## config.mk

```make
export PLATFORM = sky130hd
export DESIGN_NAME = gspa_ram
export DESIGN_NICKNAME = d
export VERILOG_FILES = /design/src/rtl/core/gspa_ram.sv
export SDC_FILE = /design/constraint.sdc
export NUM_CORES = 1
export LEC_CHECK = 0
export ABC_AREA = 1
export BUFFER_PORTS_ARGS = -buffer_cell sky130_fd_sc_hd__buf_2
export CAP_MARGIN = 20
export CORE_MARGIN = 5
export CORE_UTILIZATION = 25
export CTS_CLUSTER_SIZE = 12
export DETAILED_ROUTE_END_ITERATION = 6
export PLACE_DENSITY = 0.5
export SETUP_SLACK_MARGIN = 0.2
export SLEW_MARGIN = 20
export SYNTH_ARGS = -nofsm -noshare
export SYNTH_HDL_FRONTEND = slang
export SYNTH_SLANG_ARGS = --single-unit
```

## constraint.sdc

```tcl
create_clock -name clk -period 1 [get_ports clk]
set_input_delay 0.05 -clock clk [delete_from_list [all_inputs] [get_ports clk]]
set_output_delay 0.05 -clock clk [all_outputs]
set_load 0.05 [all_outputs]
```

## src/rtl/core/gspa_ram.sv

```systemverilog
// Simple dual-port memory with a registered read, used for the link and pool tables.
// Depends on nothing; contents are undefined until written.
module gspa_ram #(
  parameter int unsigned DEPTH = 16,
  parameter int unsigned WIDTH = 11,
  localparam int unsigned AW = (DEPTH > 1) ? $clog2(DEPTH) : 1
) (
  input  logic             clk,
  input  logic             we,
  input  logic [AW-1:0]    waddr,
  input  logic [WIDTH-1:0] wdata,
  input  logic [AW-1:0]    raddr,
  output logic [WIDTH-1:0] rdata
);

  logic [WIDTH-1:0] mem [DEPTH];

  // One write and one registered read per cycle.
  always_ff @(posedge clk) begin
    if (we) begin
      mem[waddr] <= wdata;
    end
    rdata <= mem[raddr];
  end

endmodule

```

-- Word-level counts from Yosys, hierarchy flattened
Memory sizes are Yosys's and may differ from the RTL's. A register that Yosys moved wholly into a read port is not among the register bits.
Cells that the tools add are included.
- add/subtract/negate cells: 0
- multiply operators: 0
- div/mod/pow operators: 0
- magnitude comparators: 0
- equality and inequality tests: 0
- shift operators: 0
- muxes and demuxes: 2
- bitwise gates (word level): 0
- reduce and logical (&&, ||, !) cells: 0
- operator list (cell ; count):
    $mux W1 ; 2
- register bits: 0
- latch bits: 0
- RAM bits: 176
- memory bits (read-only): 0
- bits of input ports: 21
- output and inout bits: 11
- word-level logic and storage cells: 3
- memories kept: 1
- memory list (name ; depth ; width ; read ports ; clocked after memory_dff ; wr ports ; RTL line ; RTL):
    mem ; 16 ; 11 ; 1 ; 1 ; 1 ; 16 ; logic [WIDTH-1:0] mem [DEPTH];

-- Longest topological paths before layout
- depth after elaboration: 2
- gate-level depth with buffers: 9

-- Worst setup path after synthesis
No wires, ideal clock.
- path kind: input -> register
- start: input waddr[2]
- end: memory mem[10][0] (enable)
- data arrival time: 0.755 ns
- data required time: 0.622 ns
- path slack: -0.133 ns
- cell stages on the path: 2
- path buffers: 0
- path through: nand3b_1 nor2_1
- RTL lines (item ; RTL line ; RTL):
    start, declared ; 10 ; input logic [AW-1:0] waddr,
    end, declared ; 16 ;
No word-level cell before the write port.

-- Worst setup path in the final report
- start: register rdata[1] (read register of mem)
- end: output rdata[1]
- RTL lines (item ; RTL line ; RTL):
    start, declared ; 13 ; output logic [WIDTH-1:0] rdata
No word-level cell between the ends.

==> impl_metrics.tcl <==
set metrics [dict create \
    p_comb_share_pct 10.1 \
    fp.dieW_um 187.2 \
    fp.dieH_um 187.2 \
    multiInputGateArea_um2 2106 \
    syn_inst 747 \
    diodes 0 \
    tritoncts "done" \
    fin_nets 844 \
    start_util_pct 25.47 \
    hold_viol_final 0 \
    regArea_um2 5532 \
    end_kind "primary output" \
    worstPathMaxFanout 1 \
    first_global_vias 5139 \
    async_reset_ff_share_pct 0 \
    synth.most_common_cell "nand2_1" \
    drive_above_1_share_pct 27.87 \
    cts_setup_buffers 0 \
    peakVddDrop_mv 0.9239 \
    cts.sinks 187 \
    placed_cell_area_um2 9238 \
    synth_top_area_share_pct 67.30 \
    max_freq_ghz 0.9891 \
    clock_latency_ns 0.44 \
    fp-row-count 64 \
    power.clock.fraction_pct 38.2 \
    powerDensity_nw_per_um2 1663 \
    startpoint_type "register" \
    setup-violations-final 1 \
    period_needed_ns 1.011 \
    dr.pass1.iters 6 \
    cp_slowest_stage_delay_ns 0.39 \
    slowest_stage "dfxtp_4" \
    clk_pin_slew_ns 0.07 \
    ys_ff_latch 187 \
    grt_max_degree 32 \
    violations "setup timing" \
    wl_per_cell_um 16.40 \
    ys_seq_area_share_pct 70.11 \
    finalWirelength_um 20200 \
    skew_ns 0.01045 \
    crit_chain "buf_12" \
    via_per_inst 4.212 \
    gp_congestion 0.7806 \
    postLayoutCellArea_um2 10310 \
    internal_power_mw 12.90 \
    fillers 3053 \
    fin_crit_sh_pct 101.1 \
    cts-hold-fix-buffers 0 \
    core_um2 30830 \
    overflow 0 \
    switching_power_mw 4.237 \
    via_count 5189 \
    synthesis.area_um2 7853 \
    setup_slack_ns -0.01103 \
    synth_cell_types 14 \
    fin_hold_ws_ns 0.01838 \
    worstSetupPathType "register to primary output" \
    worstMarginPinSlew_ns 0.4048 \
    status "finished with violations" \
    seqPwrFrac_pct 51.7 \
    cts_buffer_depth 2 \
    rsz0062_at_grt "yes" \
    path_buf_inv 1 \
    synth_edf_count 176 \
    ff2ff_path_depth 6 \
    synth-main-ff-cell "edfxtp_1" \
    drtAntennaViolNets 0 \
    hp-class "input port to register" \
    die_area_um2 35060 \
    synthToLayoutAreaGrowth_pct 31.25 \
    total_power_mw 17.14 \
    avgSynthCellArea_um2 10.51 \
    worstPathRequired_ns 0.95 \
    grt_pass1_wl_um 30970 \
    syn_nets 768 \
    yosys.area.top_type "edfxtp_1" \
    ios 32 \
    synth.area.top_cells "edfxtp_1 (67%), nand2_1 (11%), nand3_1 (8.5%), inv_1 (6.5%), dfxtp_1 (2.8%)" \
    hold_depth 1 \
    drt_iter0_drc 294 \
    antenna_found_initial 0 \
    cts_made_buffers 17 \
    htreeDepth 4 \
    portBuffers 31 \
    synthTopCellsByCount "nand2_1 (236), edfxtp_1 (176), inv_1 (136), nand3_1 (133), buf_2 (19)" \
    hpwl_um 13790 \
    place_ws_ns -0.2253 \
    worstSetupPathDepth 1 \
    synth_warnings 0 \
    grt_usage_pct 11.66 \
    remaining_drc_errors 0 \
    relSlewSlack_pct 73.01 \
    swShare_pct 24.72 \
    cp_data_arrival_time_ns 0.96 \
    power.leakage_nw 4.269 \
    crit_family "flip-flops" \
    cap_viol_max_count 0 \
    slew_viol_final 0 \
    clock-root-buffer "clkbuf_16" \
]
cell usage in the layout, fill, tap and decap left out:
master and count:
clkinv_4 4, inv_6 5, inv_1 132, nand2_2 17, edfxtp_1 176, nand3_4 5, clkbuf_16 17, bufinv_16 1
buf_8 10, nand3_2 55, dfxtp_2 6, nand2_4 1, buf_4 31, nand3_1 73, nand3b_1 2, buf_2 20
clkinv_1 1, nor2_2 8, buf_12 30, clkbuf_1 1, nand2_1 218, clkinvlp_4 3, nor2_4 9, dfxtp_4 5
inv_2 5, inv_8 1
timing repair:
action | CTS | global route
setup endpoints to repair | 22 | 22
endpoints found under the hold margin | 0 | 0
pin swaps | 48 | 41
gates resized for setup | 100 | 31
cell families after synthesis:
family        count (synthesis)  share of synthesized area, %
simple gates                388                         20.76
buf+inv                     172                         9.130
flops                       187                         70.11
flip-flops by register name, summed over array words and instances (netlist names):
register / cells
mem: 176
rdata: 11
routing by layer:
layer | routed length, um | vias up | GRT usage (%) | part of all wire [%]
li1 | - | 2570 | - | -
met1 | 9345 | 2528 | 15.98 | 46
met2 | 9821 | 74 | 19.11 | 49
met3 | 777 | 17 | 2.370 | 3.8
met4 | 256 | 0 | 2.759 | 1.3
met5 | 0 | - | 0 | 0
final timing paths:
check                              from                   to  slack (ns)
setup reg to reg    mem[1][5]$_DFFE_PP_     rdata[5]$_DFF_P_        0.04
setup / recovery       rdata[1]$_DFF_P_             rdata[1]       -0.01
hold reg to reg   mem[10][10]$_DFFE_PP_    rdata[10]$_DFF_P_        0.67
hold / removal                 wdata[3]  mem[1][3]$_DFFE_PP_        0.02
final cells by class:
class	instances	share of cell area, %
clock buffer	18	4.164
clock inverter	14	1.335
inverter	138	5.075
multi-input combinational	388	20.43
sequential	187	53.67
tap	396	4.808
timing repair buffer	91	10.51
power groups by stage:
| stage | logic (mW) | clock network, mW | registers [mW] |
|---|---|---|---|
| after floorplan | 0.630 | 0 | 9.15 |
| after global placement | 1.52 | 0 | 9.00 |
| after detailed placement | 1.52 | 0 | 9.00 |
| after CTS | 1.72 | 6.70 | 8.86 |
| after global routing | 1.88 | 7.06 | 8.87 |
| final | 1.73 | 6.55 | 8.85 |
stage by stage:
step                cells  util, %   TNS, ns
finish               1232    33.43  -0.01103
global route         1232    33.43   -0.2147
CTS                  1232    33.02   -0.1297
detailed placement   1200    29.96    -19.32
global placement     1200    29.96    -18.15
floorplan             747        -    -1.577
Note: power is estimated with default switching activity, not from simulation.
