[config.mk]
export PLATFORM = sky130hd
export DESIGN_NAME = gspa_alu
export DESIGN_NICKNAME = d
export VERILOG_FILES = /design/src/rtl/core/gspa_pkg.sv /design/src/rtl/core/gspa_alu.sv
export SDC_FILE = /design/constraint.sdc
export NUM_CORES = 1
export LEC_CHECK = 0
export ABC_AREA = 1
export ABC_CLOCK_PERIOD_IN_PS = 1800
export BUFFER_PORTS_ARGS = -buffer_cell sky130_fd_sc_hd__buf_2
export CELL_PAD_IN_SITES_DETAIL_PLACEMENT = 1
export CELL_PAD_IN_SITES_GLOBAL_PLACEMENT = 1
export CORE_MARGIN = 4
export CORE_UTILIZATION = 37
export DETAILED_ROUTE_END_ITERATION = 8
export PLACE_DENSITY = 0.85
export SYNTH_ARGS = -nofsm -noshare
export SYNTH_HDL_FRONTEND = slang
export SYNTH_SLANG_ARGS = --single-unit
[constraint.sdc]
create_clock -name vclk -period 1.8
set_input_delay 0.18 -clock vclk [all_inputs]
set_output_delay 0.18 -clock vclk [all_outputs]
set_load 0.005 [all_outputs]
[src/rtl/core/gspa_pkg.sv]
// Package of the slot pool allocator: field widths, codes and transfer structs.
// Depends on nothing; gspa_alu, the top level, the checker and the testbench import it.
package gspa_pkg;

  // Field and datapath widths.
  localparam int unsigned OP_W      = 2;
  localparam int unsigned SLOT_W    = 10;
  localparam int unsigned CW        = 11;
  localparam int unsigned RULE_W    = 12;
  localparam int unsigned STATUS_W  = 3;
  localparam int unsigned ALU_W     = 12;
  localparam int unsigned CFG_IDX_W = 2;

  // Operation codes.
  localparam logic [OP_W-1:0] OP_ALLOC  = 2'd0;
  localparam logic [OP_W-1:0] OP_FREE   = 2'd1;
  localparam logic [OP_W-1:0] OP_REWIND = 2'd2;
  localparam logic [OP_W-1:0] OP_INIT   = 2'd3;

  // Status codes.
  localparam logic [STATUS_W-1:0] STS_OK      = 3'd0;
  localparam logic [STATUS_W-1:0] STS_EXHAUST = 3'd1;
  localparam logic [STATUS_W-1:0] STS_NOFREE  = 3'd2;
  localparam logic [STATUS_W-1:0] STS_NOINIT  = 3'd3;
  localparam logic [STATUS_W-1:0] STS_BADCFG  = 3'd4;

  // Configuration register indexes.
  localparam logic [CFG_IDX_W-1:0] CFG_INIT_CAP = 2'd0;
  localparam logic [CFG_IDX_W-1:0] CFG_MAX_CAP  = 2'd1;
  localparam logic [CFG_IDX_W-1:0] CFG_GROWTH   = 2'd2;

  // Input transfer.
  typedef struct packed {
    logic [OP_W-1:0]   op;
    logic [SLOT_W-1:0] slot;
  } in_item_t;

  // Result transfer.
  typedef struct packed {
    logic [STATUS_W-1:0] status;
    logic [SLOT_W-1:0]   granted_slot;
    logic [CW-1:0]       in_use;
    logic [CW-1:0]       grown_capacity;
    logic [CW-1:0]       reclaimed;
  } out_item_t;

endpackage

[src/rtl/core/gspa_alu.sv]
// Shared add/subtract and compare unit of the slot pool allocator.
// Depends on gspa_pkg for the datapath width.
module gspa_alu
  import gspa_pkg::*;
(
  input  logic [ALU_W-1:0] a,
  input  logic [ALU_W-1:0] b,
  input  logic             sub,
  output logic [ALU_W-1:0] res,
  output logic             lt,
  output logic             eq
);

  // Sum or difference, plus an unsigned ordering of the operands.
  assign res = sub ? (a - b) : (a + b);
  assign lt  = a < b;
  assign eq  = a == b;

endmodule

== After elaboration in Yosys (flattened, before gate mapping) ==
Cells that the tools add are included.

* Register bits after elaboration: 0
* Input port bits: 25
* Output and inout bits: 14
* Logic and storage cells: 5

* Add/subtract/negate cells: 2
* $lt $le $gt $ge: 1
* Equal/unequal tests: 1
* Multiplexer cells: 1

{| class="wikitable"
|+ Operators with widths
! operator !! number
|-
| adder 12 bit || 1
|-
| == test 12 bit || 1
|-
| < comparator 12 bit || 1
|-
| two-way mux 12 bit || 1
|-
| subtractor 12 bit || 1
|}

== Depth between registers and ports, before layout ==
Gate-level depths: netlist of run 1.

* Depth in word-level cells: 2
* Mapped depth: 14

== Worst setup path after synthesis of run 1 ==
No wires, ideal clock.

* Kind: input -> output
* Start: input port a[0]
* End: output port res[10]
* Arrival time: 1.288 ns
* Data required time: 1.620 ns
* Setup slack: 0.332 ns
* Stages: 11
* Path buffers: 0
* Cells stage by stage: ha_1 > inv_1 > fa_1 > inv_1 > nand3_1 > nand3_1 > nand2_1 > nand2_1 > nand3_1 > nand2_1 > nand2_1

* Cells in the longest elaborated chain, start to end: 2
* Elaborated cells on any way between the ends: 3
* Classes of those cells: add/sub: 2; mux: 1

{| class="wikitable"
|+ RTL lines
! what !! line !! RTL
|-
| from (decl) || gspa_alu.sv:6 || <nowiki>input logic [ALU_W-1:0] a,</nowiki>
|-
| adder 12 bit or subtractor 12 bit (tied branches) || gspa_alu.sv:15 || <nowiki>assign res = sub ? (a - b) : (a + b);</nowiki>
|-
| two-way mux 12 bit (*) || gspa_alu.sv:15 ||
|-
| to (decl) || gspa_alu.sv:9 || <nowiki>output logic [ALU_W-1:0] res,</nowiki>
|}

Every way passes the cells marked *; elsewhere a longest branch is shown, timed or not.

== Worst setup path after layout of run 1 ==
* Start: input port b[0]
* End: output port res[10]

* Cells in the longest elaborated chain, start to end: 2
* Elaborated cells on any way between the ends: 3
* Classes of those cells: add/sub: 2; mux: 1

{| class="wikitable"
|+ RTL lines
! what !! line !! RTL
|-
| from (decl) || gspa_alu.sv:7 || <nowiki>input logic [ALU_W-1:0] b,</nowiki>
|-
| adder 12 bit or subtractor 12 bit (tied branches) || gspa_alu.sv:15 ||
|-
| two-way mux 12 bit (*) || gspa_alu.sv:15 ||
|}

Marks and branches as above.

==> flow_summary.json, run 1 <==
{
  "swShare_pct": 57.4,
  "worstHoldStart": "b[0]",
  "powerDensity_nw_per_um2": 336,
  "final_common_cell": "nand2_1",
  "finish.instance_area_um2": 1910,
  "clock.fmax_mhz": 584,
  "start_util_pct": 38.9,
  "fin_nets": 366,
  "tightestPinTransition_ps": 272,
  "place_area_um2": 1690,
  "switchingPower_uw": 368,
  "finalHoldViolCount": 0,
  "synth.yosys.seq_area_share_pct": 0,
  "endpoint_kind": "primary output",
  "setup.worst_path.start_class": "input port",
  "synthToLayoutAreaGrowth_pct": 31.0,
  "diodes": 0,
  "tns_ps": 0,
  "crit_type": "input port to primary output",
  "hp-class": "input port to primary output",
  "routedWlPerCell_um": 12.8,
  "grt_pass1_vias": 1795,
  "grt-ovfl-total": 0,
  "combPwrFrac_pct": 100.0,
  "netlist_area_um2": 1460,
  "p_clk_share_pct": 0,
  "die_area_um2": 5010,
  "flops_and_latches": 0,
  "grt_max_degree": 13,
  "instances_no_fill": 362,
  "die_w_um": 70.8,
  "drt_iter0_drc": 50,
  "finalMaxSlewViolations": 0,
  "outcome": "finished, final reports clean",
  "clock_buffers": 0,
  "die_h_um": 70.8,
  "p_int_uw": 273,
  "layout-drive-gt1-share_pct": 30.6,
  "final_util_pct": 51.0,
  "finalPower_uw": 641,
  "grt_pass1_wl_um": 7460,
  "vdd_drop_max_v": 0.000185,
  "hold_path_depth": 4,
  "vias": 1763,
  "num_io_pins": 39,
  "wl_um": 4640,
  "holdPathEnd": "res[0]",
  "synth_nets": 325,
  "critPathArrivalTime_ps": 1530,
  "row_count": 22,
  "fin_crit_sh_pct": 95.1,
  "syn_inst": 275,
  "viasPerCell": 4.87,
  "slew-limit-headroom_pct": 81.7,
  "synth-warning-count": 0,
  "critPathRequiredTime_ps": 1620,
  "power_leakage_uw": 0.00113,
  "gp_congestion": 0.830,
  "seq_power_share_pct": 0,
  "grt_use_total_pct": 17.2,
  "antenna_found_initial": 0,
  "fin_crit_ps": 1710,
  "mostFrequentLayoutCells": "96 x nand2_1, 51 x inv_1, 38 x buf_2, 17 x nor2_1",
  "fillers": 560,
  "place_inst": 360,
  "synth_area_per_cell_um2": 5.30,
  "setup_viol_count_final": 0,
  "cap_violations": 0,
  "dp_hpwl_um": 3850,
  "synth.distinct_cells": 24,
  "rsz0062_at_grt": "true",
  "drt_pre_antenna_iters": 4,
  "hold_buffers": 0,
  "port_buffers": 39,
  "ant_nets": 0,
  "crit_fanout": 2,
  "drcViolationCount": 0,
  "seq_area_um2": 0,
  "core_um2": 3740
}
==> synthesized netlist by cell type <==
library cell    n  area [um^2]
ha_1           23          288
nor2_1         18         67.6
buf_4           4         30.0
a21oi_1         9         45.0
mux2i_1         1         10.0
nand2_1       104          390
nand2_2         2         12.5
buf_6           4         45.0
buf_2           1         5.00
o21bai_1        1         7.51
nor2_2          6         37.5
nor2_4          1         11.3
a21oi_2         2         17.5
and3_1          1         6.26
nor3_1          2         10.0
o21ai_1         2         10.0
o31ai_1         2         15.0
xor2_1          6         52.6
fa_1            2         40.0
o21ai_0         4         20.0
inv_2           4         15.0
inv_1          53          199
nand4_1         6         37.5
nand3_1        17         85.1
==> layer usage <==
layer	wire length, um	global-route usage [%]
met5	0	0
met2	2380	31.8
met4	35	2.30
met1	2090	22.7
met3	140	0.426
==> through the flow <==
stage	hold WS (ps)	setup WS, ps
global route	802	-80.1
detailed placement	749	-55.3
finish	782	87.6
CTS	751	0.408
global placement	747	-6.36
floorplan	515	332
==> final cells by class <==
class	count	area (um^2)	share of cell area (%)
multi-input cells	209	1370	71.8
inverters	57	214	11.2
well taps	48	60.1	3.15
repair buffers	48	265	13.9
==> worst max-delay path, stage by stage <==
cell and delay, ps:
buf_2 110, ha_4 130, inv_1 50, fa_2 380
inv_2 70, nand3_2 80, nand3_2 100, nand2_2 70
nand2_2 80, nand3_2 70, nand2_2 60, nand2_1 40
buf_2 120
==> worst max-delay path by stage <==
| stage | from | end | slack (ps) | cells past startpoint |
|---|---|---|---|---|
| 6_report | b[0] | res[10] | 90 | 13 |
| 2_1_floorplan | a[0] | res[10] | 330 | 11 |
| 3_3_place_gp | b[3] | res[6] | -6 | 11 |
| 3_5_place_dp | b[3] | res[11] | -60 | 14 |
| 5_1_grt | b[9] | res[11] | -80 | 13 |
| 4_1_cts | a[7] | res[9] | 0.4 | 12 |
==> repair_timing <==
item / 4_1_cts / 5_1_grt
buffers inserted: 0 / 2
pin swaps: 0 / 9
resized for setup: 6 / 40
setup endpoints to repair: 6 / 8
hold endpoints to repair: 0 / 0
==> kinds of logic after synthesis <==
group                      synth area share [%]
xor gates and xnor gates                   3.61
muxes                                     0.687
and+or+nand+nor                            45.2
buffers and inverters                      20.2
AOI/OAI and AO/OA                          7.90
adders and majority gates                  22.5
==> power by group through the flow <==
stage | sequential [uW] | combinational [uW] | clock (uW)
2_1_floorplan | 0 | 379 | 0
3_5_place_dp | 0 | 552 | 0
6_report | 0 | 641 | 0
3_3_place_gp | 0 | 532 | 0
4_1_cts | 0 | 560 | 0
5_1_grt | 0 | 729 | 0
(Power assumes the default switching activity.)
==> run 2, diff against run 1 <==
==> constraint.sdc (replaced) <==
create_clock -name vclk -period 1.8
set_input_delay 0.09 -clock vclk [all_inputs]
set_output_delay 0.09 -clock vclk [all_outputs]
set_load 0.005 [all_outputs]
==> flow_summary.json, run 2 (synthesis results as in run 1) <==
{
  "outcome": "finished, final reports clean",
  "dp_hpwl_um": 3560,
  "final_util_pct": 45.0,
  "antenna_found_initial": 0,
  "cap_violations": 0,
  "hp-class": "input port to primary output",
  "slew-limit-headroom_pct": 75.1,
  "layout-drive-gt1-share_pct": 21.3,
  "crit_fanout": 3,
  "gp_congestion": 0.810,
  "core_um2": 3740,
  "powerDensity_nw_per_um2": 322,
  "synthToLayoutAreaGrowth_pct": 15.5,
  "endpoint_kind": "primary output",
  "die_w_um": 70.8,
  "critPathArrivalTime_ps": 1530,
  "fin_crit_sh_pct": 89.9,
  "num_io_pins": 39,
  "crit_path_max_incr_delay_ps": 350,
  "grt_pass1_vias": 1607,
  "postCtsSetupBuffers": 0,
  "clock.fmax_mhz": 618,
  "hold_buffers": 0,
  "clock_buffers": 0,
  "routedWlPerCell_um": 11.4,
  "crit_chain": "buf_2 -> ha_2 -> inv_1 -> fa_2 -> inv_1 -> nand3_1 -> nand3_2 -> nand2_1 -> nand2_1 -> nand3_1 -> nand2_1 -> nand2_1 -> buf_2",
  "setup_slack_ps": 181,
  "vias": 1672,
  "row_count": 22,
  "grt_pass1_wl_um": 6600,
  "grt_max_degree": 20,
  "rsz0062_at_grt": "true",
  "finalPower_uw": 542,
  "mostFrequentLayoutCells": "104 x nand2_1, 53 x inv_1, 39 x buf_2, 17 x nor2_1",
  "port_buffers": 39,
  "fin_nets": 357,
  "finalMaxSlewViolations": 0,
  "ant_nets": 0,
  "fillers": 586,
  "cts_resized": 0,
  "tns_ps": 0,
  "start_util_pct": 38.9,
  "die_h_um": 70.8,
  "setup.worst_path.start_class": "input port",
  "whs_ps": 580,
  "pre_cts_slack_ps": 94.6,
  "vdd_drop_max_v": 0.000130,
  "finalHoldViolCount": 0,
  "drcViolationCount": 0,
  "grt_use_total_pct": 15.3,
  "setup_viol_count_final": 0,
  "grt-ovfl-total": 0,
  "diodes": 0,
  "drt_iter0_drc": 41,
  "crit_type": "input port to primary output",
  "drt_pre_antenna_iters": 4,
  "critPathRequiredTime_ps": 1710,
  "flops_and_latches": 0,
  "seq_area_um2": 0,
  "die_area_um2": 5010,
  "cp_slowest_cell": "fa_2",
  "final_common_cell": "nand2_1",
  "cpMostUsedCell": "nand2_1",
  "wl_um": 4040,
  "tightestPinTransition_ps": 374,
  "viasPerCell": 4.74,
  "power_leakage_uw": 0.00107,
  "fin_crit_ps": 1620
}
-- run 2: cell types whose count changed in the layout (fill, tap and decap cells not counted), moves of 5 or more --
| cell | delta |
|---|---|
| buf_4 | -10 |
| ha_4 | -8 |
| nand2_1 | +8 |
| nand2_2 | -8 |
| ha_1 | +5 |
| nand3_1 | +5 |
| nand3_2 | -5 |
-- run 2: worst paths after layout --
path                  depth (start not counted)  startpoint  slack [ps]       to
worst min-delay path                          4        b[0]         580   res[0]
worst max-delay path                         13        a[0]         180  res[10]
-- run 2: power by group --
part	leakage [uW]	switching (uW)	internal, uW
sequential	0	0	0
combinational	0.00107	325	217
clock	0	0	0
-- run 2: final cells by class --
class | instances | area (um^2) | share of cell area (%)
Tap cell | 48 | 60.1 | 3.57
Timing Repair Buffer | 39 | 195 | 11.6
Inverter | 57 | 214 | 12.7
Multi-Input combinational cell | 209 | 1210 | 72.1
-- run 2: critical path: cells and delay by family --
| kind | cells | cell delay (ps) |
|---|---|---|
| buffers and inverters | 4 | 340 |
| adder cells (fa/ha/maj) | 2 | 540 |
| AND/OR/NAND/NOR | 7 | 550 |
-- run 2: stage by stage --
step / area, um^2 / instances
finish: 1680 / 353
global route: 1680 / 353
CTS: 1630 / 353
detailed placement: 1630 / 353
global placement: 1630 / 353
floorplan: 1460 / 275
-- run 2: per-layer routing --
| metal | GRT usage [%] | wire [um] |
|---|---|---|
| met5 | 0 | 0 |
| met4 | 0.835 | 0 |
| met3 | 0.568 | 152 |
| met2 | 28.1 | 2020 |
| met1 | 20.8 | 1860 |
